### src/rtl/cartesian_to_polar_unwrap_defines.svh
// assertion helpers used by cartesian_to_polar_unwrap
`ifndef CARTESIAN_TO_POLAR_UNWRAP_DEFINES_SVH
`define CARTESIAN_TO_POLAR_UNWRAP_DEFINES_SVH

// same-cycle implication
`define C2P_ASSERT_SAME(lbl, rst_sig, ante, cons, msg) \
  lbl: assert property (@(posedge clk) disable iff (rst_sig) (ante) |-> (cons)) \
    else $error(msg);

// next-cycle implication
`define C2P_ASSERT_NEXT(lbl, rst_sig, ante, cons, msg) \
  lbl: assert property (@(posedge clk) disable iff (rst_sig) (ante) |=> (cons)) \
    else $error(msg);

`endif

### src/rtl/c2p_pkg.sv
package c2p_pkg;

  localparam int unsigned WORD_W     = 32;
  localparam int unsigned SQRT_STEPS = 32;
  localparam int unsigned CW         = 63;
  localparam int unsigned SQ_W       = 64;
  localparam int unsigned ANG_W      = 36;
  localparam int unsigned DB_W       = 16;

  localparam logic [DB_W-1:0] DEADBAND_RESET = 16'd268;

  localparam logic [63:0] PI_Q60      = 64'h3243F6A8885A308D;
  localparam logic [63:0] HALF_PI_Q60 = 64'h1921FB54442D1847;

  typedef struct packed {
    logic                    valid;
    logic                    origin;
    logic signed [WORD_W-1:0] cur;
    logic signed [WORD_W-1:0] folded;
    logic signed [CW-1:0]    x;
    logic signed [CW-1:0]    y;
    logic signed [CW-1:0]    z;
    logic [SQ_W-1:0]         rem;
    logic [SQ_W-1:0]         root;
  } c2p_cell_t;

  // atan(2^-stage) in Q60, taylor series in Q62 then rounded
  function automatic logic [CW-1:0] atan_q60(input int stage);
    logic [63:0] sum;
    logic [63:0] num;
    logic [63:0] rem;
    logic [63:0] quo;
    logic [63:0] den;
    logic [63:0] res;
    int          sh;
    int          k;
    int          b;
    sum = '0;
    if (stage == 0) begin
      res = (PI_Q60 + 64'd2) >> 2;
    end else begin
      for (k = 0; k < 32; k++) begin
        sh = stage * (2 * k + 1);
        if (sh <= 62) begin
          num = 64'd1 << (62 - sh);
          den = 64'(2 * k + 1);
          rem = '0;
          quo = '0;
          // restoring long division
          for (b = 63; b >= 0; b--) begin
            rem = {rem[62:0], num[b]};
            if (rem >= den) begin
              rem    = rem - den;
              quo[b] = 1'b1;
            end
          end
          if ((k % 2) == 1) begin
            sum = sum - quo;
          end else begin
            sum = sum + quo;
          end
        end
      end
      res = (sum + 64'd2) >> 2;
    end
    return res[CW-1:0];
  endfunction

  // round(pi * 2^frac)
  function automatic logic [ANG_W-1:0] pi_scaled(input int frac);
    logic [63:0] tmp;
    tmp = (PI_Q60 + (64'd1 << (59 - frac))) >> (60 - frac);
    return tmp[ANG_W-1:0];
  endfunction

endpackage

### src/rtl/c2p_unwrap.sv
module c2p_unwrap #(
  parameter int ANGLE_FRAC_BITS = 28
) (
  input  logic                clk,
  input  logic                rst,
  input  logic                en,
  input  c2p_pkg::c2p_cell_t  tail,
  input  logic [15:0]         deadband,
  output logic                out_valid,
  output logic [31:0]         radius,
  output logic signed [31:0]  new_angle,
  output logic signed [31:0]  folded_angle,
  output logic                at_origin
);

  localparam int unsigned AW = c2p_pkg::ANG_W;
  localparam int unsigned CW = c2p_pkg::CW;
  localparam int          SH = 60 - ANGLE_FRAC_BITS;
  localparam logic signed [CW-1:0] RND      = CW'(1) <<< (59 - ANGLE_FRAC_BITS);
  localparam logic signed [AW-1:0] PI_A     = c2p_pkg::pi_scaled(ANGLE_FRAC_BITS);
  localparam logic signed [AW-1:0] TWO_PI_A = PI_A <<< 1;
  localparam logic signed [AW-1:0] MAX32    = {{(AW - 31){1'b0}}, {31{1'b1}}};
  localparam logic signed [AW-1:0] MIN32    = ~MAX32;

  // stage 1: round the angle
  logic signed [CW-1:0] z_rnd;
  logic                 v1;
  logic signed [AW-1:0] ang1;
  logic signed [31:0]   c1;
  logic signed [31:0]   f1;
  logic [31:0]          r1;
  logic                 o1;

  assign z_rnd = tail.z + RND;

  always_ff @(posedge clk) begin
    if (en) begin
      v1   <= tail.valid;
      ang1 <= AW'(z_rnd >>> SH);
      c1   <= tail.cur;
      f1   <= tail.folded;
      r1   <= tail.root[31:0];
      o1   <= tail.origin;
    end
    if (rst) begin
      v1 <= 1'b0;
    end
  end

  // stage 2: difference to the current angle
  logic                 v2;
  logic signed [AW-1:0] diff2;
  logic signed [31:0]   c2;
  logic signed [31:0]   f2;
  logic [31:0]          r2;
  logic                 o2;

  always_ff @(posedge clk) begin
    if (en) begin
      v2    <= v1;
      diff2 <= ang1 - AW'(c1);
      c2    <= c1;
      f2    <= f1;
      r2    <= r1;
      o2    <= o1;
    end
    if (rst) begin
      v2 <= 1'b0;
    end
  end

  // stage 3: single wrap by 2pi
  logic                 v3;
  logic signed [AW-1:0] dw3;
  logic signed [31:0]   c3;
  logic signed [31:0]   f3;
  logic [31:0]          r3;
  logic                 o3;
  logic signed [AW-1:0] dw_next;

  always_comb begin
    if (diff2 > PI_A) begin
      dw_next = diff2 - TWO_PI_A;
    end else if (diff2 < -PI_A) begin
      dw_next = diff2 + TWO_PI_A;
    end else begin
      dw_next = diff2;
    end
  end

  always_ff @(posedge clk) begin
    if (en) begin
      v3  <= v2;
      dw3 <= dw_next;
      c3  <= c2;
      f3  <= f2;
      r3  <= r2;
      o3  <= o2;
    end
    if (rst) begin
      v3 <= 1'b0;
    end
  end

  // stage 4: deadband test and unwrapped sum
  logic                 v4;
  logic                 keep4;
  logic signed [AW-1:0] sum4;
  logic signed [31:0]   c4;
  logic signed [31:0]   f4;
  logic [31:0]          r4;
  logic                 o4;
  logic signed [AW-1:0] dbw;

  assign dbw = $signed({{(AW - 16){1'b0}}, deadband});

  always_ff @(posedge clk) begin
    if (en) begin
      v4    <= v3;
      keep4 <= o3 || ((dw3 < dbw) && (dw3 > -dbw));
      sum4  <= AW'(c3) + dw3;
      c4    <= c3;
      f4    <= f3;
      r4    <= r3;
      o4    <= o3;
    end
    if (rst) begin
      v4 <= 1'b0;
    end
  end

  // output register
  logic signed [31:0] sat4;

  always_comb begin
    if (sum4 > MAX32) begin
      sat4 = MAX32[31:0];
    end else if (sum4 < MIN32) begin
      sat4 = MIN32[31:0];
    end else begin
      sat4 = sum4[31:0];
    end
  end

  always_ff @(posedge clk) begin
    if (en) begin
      out_valid    <= v4;
      radius       <= r4;
      new_angle    <= keep4 ? c4 : sat4;
      folded_angle <= f4;
      at_origin    <= o4;
    end
    if (rst) begin
      out_valid <= 1'b0;
    end
  end

endmodule
### config.mk
export PLATFORM = sky130hd
export DESIGN_NAME = c2p_unwrap
export DESIGN_NICKNAME = d
export VERILOG_FILES = /design/src/rtl/cartesian_to_polar_unwrap_defines.svh /design/src/rtl/c2p_pkg.sv /design/src/rtl/c2p_unwrap.sv
export SDC_FILE = /design/constraint.sdc
export NUM_CORES = 1
export LEC_CHECK = 0
export ABC_AREA = 1
export BUFFER_PORTS_ARGS = -buffer_cell sky130_fd_sc_hd__buf_2
export CAP_MARGIN = 15
export CELL_PAD_IN_SITES_DETAIL_PLACEMENT = 1
export CELL_PAD_IN_SITES_GLOBAL_PLACEMENT = 2
export CORE_MARGIN = 2
export CORE_UTILIZATION = 36
export CTS_CLUSTER_DIAMETER = 50
export CTS_CLUSTER_SIZE = 40
export DETAILED_ROUTE_END_ITERATION = 16
export PLACE_DENSITY_LB_ADDON = 0.1
export SETUP_SLACK_MARGIN = 0.2
export SYNTH_ARGS = -nofsm -noshare
export SYNTH_HDL_FRONTEND = slang
export SYNTH_SLANG_ARGS = --single-unit
### constraint.sdc
create_clock -name clk -period 4.6 [get_ports clk]
set_input_delay 1.15 -clock clk [delete_from_list [all_inputs] [get_ports clk]]
set_output_delay 1.15 -clock clk [all_outputs]
set_load 0.005 [all_outputs]
==> Word-level counts from Yosys, hierarchy flattened <==
Index checks and enable logic that the tools add are counted.
{ "op_classes": {"div": 0, "n_mux": 5, "shift": 0, "order_cmp": 6, "n_reduce_logical": 2, "n_eq_ne": 0, "n_addsub": 6, "n_mul": 0, "bitwise": 0} }
{ "ops": {"columns": ["operator", "n"], "rows": [
  ["2-to-1 mux 32 bit", 3],
  ["2-to-1 mux 36 bit", 2],
  ["adder 63 x 33 -> 63 bit, second input constant", 1],
  ["adder 32 x 36 -> 36 bit", 1],
  ["adder 36 x 32 -> 36 bit, second input constant", 1],
  ["greater-than comparator 36 x 31 -> 1 bit, second input constant", 1],
  ["greater-than comparator 36 x 32 -> 1 bit, second input constant", 1],
  ["greater-than comparator 36 bit", 1],
  ["< comparator 36 x 17 -> 1 bit", 1],
  ["< comparator 36 x 31 -> 1 bit, second input constant", 1],
  ["< comparator 36 x 32 -> 1 bit, second input constant", 1],
  ["negation 16 -> 36 bit", 1],
  ["subtractor 36 x 32 -> 36 bit, second input constant", 1],
  ["subtractor 31 x 32 -> 33 bit", 1],
  ["logical AND 1 bit", 1],
  ["logical OR 1 bit", 1]
]} }
{ "word_totals": {"latch_bits": 0, "output_inout_bits": 98, "n_memories": 0, "romBits": 0, "input_bits": 402, "ramBits": 0, "reg_bits": 630} }

==> Logic depth before layout (Yosys ltp) <==
{ "logic_depth": {"depth_word": 4, "depth_mapped": 23} }

==> Worst setup path before layout <==
Ideal clock, no wire load.
{ "synth_timing": {"kind": "in2reg", "from": "input deadband[2]", "to": "register keep4, data pin", "setup_slack_ns": 0.917, "path_stages": 22, "path_buffers": 0, "arrival_time_ns": 3.429, "setup_ns": 0.254, "cell_sequence": "nor3_2 nand3_1 nor2_1 nand2_1 nor2_1 nand3_1 nor2_1 nand2_2 nor3_1 ha_1 inv_1 ha_1 nand2_1 nor2_1 nand2_1 nor2_1 nand3_1 nand2_1 nor2_1 nand3_1 nand4_1 nand2_1"} }
{ "synth_between": {"elab_chain_cells": 4, "elab_cells_between_ends": 5, "classes_between": "add/sub (1); order compare (2); reduce/logical (2)"} }
{ "synth_rtl": {"columns": ["item", "line_no", "source"], "rows": [
  ["start: declaration", "c2p_unwrap.sv:8", "input logic [15:0] deadband,"],
  ["negation 16 -> 36 bit", "c2p_unwrap.sv:120", "keep4 <= o3 || ((dw3 < dbw) && (dw3 > -dbw));"],
  ["greater-than comparator 36 bit", "c2p_unwrap.sv:120", null],
  ["logical AND 1 bit *", "c2p_unwrap.sv:120", null],
  ["logical OR 1 bit *", "c2p_unwrap.sv:120", null],
  ["end signal: assignment", "c2p_unwrap.sv:120", null],
  ["end: declaration", "c2p_unwrap.sv:107", "logic keep4;"]
]} }
Every way passes the cells marked *; elsewhere a longest branch is shown, timed or not.
A chain may end at the register's enable or synchronous reset.

==> Final worst setup path <==
Ends and elaborated chain as after synthesis.

==> results.sh <==
export IMPL_ys_warn_count=0
export IMPL_numPortBuffers=246
export IMPL_r2r_cells=10
export IMPL_setup_tns_ps=0
export IMPL_cts_resized=0
export IMPL_drtAntennaViolNets=0
export IMPL_rows=104
export IMPL_die_w_um=290
export IMPL_cts_tree="yes"
export IMPL_fmax_mhz=270
export IMPL_ys_seq_area_share_pct=63.7
export IMPL_die_area_um2=84200
export IMPL_path_max_fanout=3
export IMPL_peakVddDrop_mv=0.363
export IMPL_clk_latency_ps=640
export IMPL_finalHoldViolCount=0
export IMPL_max_cap_viol_count=0
export IMPL_track_usage_pct=20.7
export IMPL_synth_top_area_cell="edfxtp_1"
export IMPL_worstHoldPathCells=0
export IMPL_cts_sinks=627
export IMPL_drt_iter0_drc=1248
export IMPL_final_cell_mix="719 x nand2_1, 622 x edfxtp_1, 288 x nor2_1, 251 x inv_1, 245 x buf_2"
export IMPL_clockBufferDepth=3
export IMPL_min_from="f3[5]$_DFFE_PP_"
export IMPL_hpwlAfterDp_um=69700
export IMPL_place_congestion=0.899
export IMPL_top_regs="dw3 (36), sum4 (36), diff2 (33)"
export IMPL_path_buf_inv=1
export IMPL_p_leak_nw=14.2
export IMPL_postCtsSetupBuffers=0
export IMPL_multi_input_area_um2=9440
export IMPL_dpl_cell_area_um2=32100
export IMPL_min_period_ps=3710
export IMPL_slowest_delay_ps=280
export IMPL_drcViolationCount=0
export IMPL_drive_gt1_share_pct=14.1
export IMPL_mostFrequentLayoutCell="nand2_1"
export IMPL_start_util_pct=36.5
export IMPL_regToRegEndpoint="dw3[31]$_DFFE_PP_"
export IMPL_clockRootBuffer="clkbuf_16"
export IMPL_routed_wl_um=88100
export IMPL_crit_arrival_ps=4080
export IMPL_wl_per_cell_um=21.2
export IMPL_final_period_utilization_pct=80.6
export IMPL_h_tree_depth=3
export IMPL_cp_top_family="simple AND/OR/NAND/NOR gates"
export IMPL_synth_area_leaders="edfxtp_1 63%, nand2_1 9.2%, ha_1 5.3%, nor2_1 3.7%, inv_1 3.2%"
export IMPL_syn_cell_area_um2=29500
export IMPL_avgSynthCellArea_um2=10.8
export IMPL_max_slew_worst_pin_slew_ps=727
export IMPL_syn_nets=3263
export IMPL_status="finished, final reports clean"
export IMPL_postSynthRegisterBits=627
export IMPL_grt_max_degree=121
export IMPL_hold_class="reg2reg"
export IMPL_cts_hold_fix_buffers=0
export IMPL_cp_required_ps=4970
export IMPL_crit_chain="buf_2 > nor3_2 > nand3_1 > nor2_1 > nand2_1 > nor2_1 > nand3_1 > nor2_1 > nand2_2 > nor3_1 > ha_1 > ha_1 > nand2_1 > nor2_1 > nand2_1 > nor2_1 > nand3_1 > nand2_1 > nor2_1 > nand2_1 > nand2_1 > nand4_1 > nand2_1"
export IMPL_viasPerCell=4.94
export IMPL_first_pass_iters=5
export IMPL_vias=20499
export IMPL_fill_cells=8867
export IMPL_rsz0062_at_grt="false"
export IMPL_finalMaxSlewViolations=0
export IMPL_powerDensity_nw_per_um2=484
export IMPL_area_growth_pct=17.1
export IMPL_dieHeight_um=290
export IMPL_crit_path_start_kind="primary input"
export IMPL_critPathLaunch="deadband[2]"
export IMPL_holdPathEnd="f4[5]$_DFFE_PP_"
export IMPL_cp_end_kind="flop"
export IMPL_antenna_found_initial=11
export IMPL_regArea_um2=18800
export IMPL_fin_area_um2=34500
export IMPL_synth_cell_type_count=45
export IMPL_worst_path_max_delay_cell="ha_1"
export IMPL_io_pins=500
export IMPL_path_clk_slew_ps=80
export IMPL_cts_buffers=68
export IMPL_cp_common_cell="nand2_1"
export IMPL_grt_pass1_wl_um=131000
export IMPL_synth_top_cell_area_share_pct=63.4
export IMPL_setup_viol=0
export IMPL_criticalPathCategory="in2reg"
export IMPL_grt_pass1_vias=21218
export IMPL_coreArea_um2=80800
export IMPL_reg2reg_from="diff2[1]$_DFFE_PP_"
export IMPL_gr_total_overflow=0
export IMPL_relSlewSlack_pct=51.0
export IMPL_netlist_instances=2735
export IMPL_regToRegSetupSlack_ps=1410
export IMPL_finClkSkew_ps=45.1
export IMPL_layout_nets=3558
==> logic make-up (layout without fill, tap and decap cells) <==
kind of cell    count (synthesis)  count (layout)  synth area share [%]
simple gates                 1228            1228                  17.0
compound gates                311             311                  5.66
buf+inv                       312             658                  4.31
other cells                     0               9                     0
flops                         627             627                  63.7
fa+ha+maj                     126             126                  5.40
xor+xnor                      131             131                  3.89
==> final cells by class <==
| cell class | instances | share of cell area (%) |
|---|---|---|
| multi-input combinational | 1796 | 27.4 |
| clock buffer | 72 | 4.97 |
| sequential | 627 | 54.4 |
| tap | 1060 | 3.84 |
| clock inverter | 49 | 1.96 |
| inverter | 261 | 2.85 |
| timing repair buffer | 276 | 4.56 |
| antenna | 9 | 0.0652 |
==> metal layers <==
layer / wire (um) / share of wire [%] / track usage, %
met5: 0 / 0 / 0
met2: 43500 / 49 / 35.9
met4: 2210 / 2.5 / 6.21
met1: 39100 / 44 / 27.0
met3: 3230 / 3.7 / 2.80
==> where the power goes <==
part	internal [mW]	leakage, nW	switching [mW]	total, mW
clock	3.03	1.14	2.56	5.59
combinational	1.10	6.92	2.40	3.50
sequential	7.09	6.14	0.540	7.63
total	11.2	14.2	5.50	16.7
==> synth_stat cells (all sizes together) <==
library cell,number
a41oi,1
buf,38
ha,124
nor4,9
o21ai,137
and2,1
edfxtp,622
xnor2,26
and3,1
nand2,726
nor3b,1
nand3b,2
a21o,9
a21oi,127
clkbuf,13
o22ai,2
a31oi,7
fa,2
nand4,26
o21a,8
o21bai,8
dfxtp,5
o211ai,4
nor2,304
a211oi,1
nand3,121
a21boi,6
a22oi,1
inv,261
nor3,37
xor2,105
==> worst max path at each step <==
stage / endpoint / slack [ps] / cells after the start
global route: keep4$_DFFE_PP_ / 490 / 24
finish: keep4$_DFFE_PP_ / 890 / 23
detailed placement: keep4$_DFFE_PP_ / 170 / 23
global placement: keep4$_DFFE_PP_ / 250 / 23
CTS: keep4$_DFFE_PP_ / 830 / 23
floorplan: keep4$_DFFE_PP_ / 920 / 22
==> through the flow <==
stage               hold slack [ps]  utilization, %  setup slack [ps]  power [mW]  instances
finish                          384            42.7               890        16.7       4150
global placement                401            39.7               248        11.2       4019
CTS                             385            42.7               830        16.9       4141
global route                    393            42.7               491        17.6       4149
floorplan                       400               -               917        9.67       2735
detailed placement              405            39.7               174        11.3       4020
No activity file was read; power rests on OpenSTA's default activity.
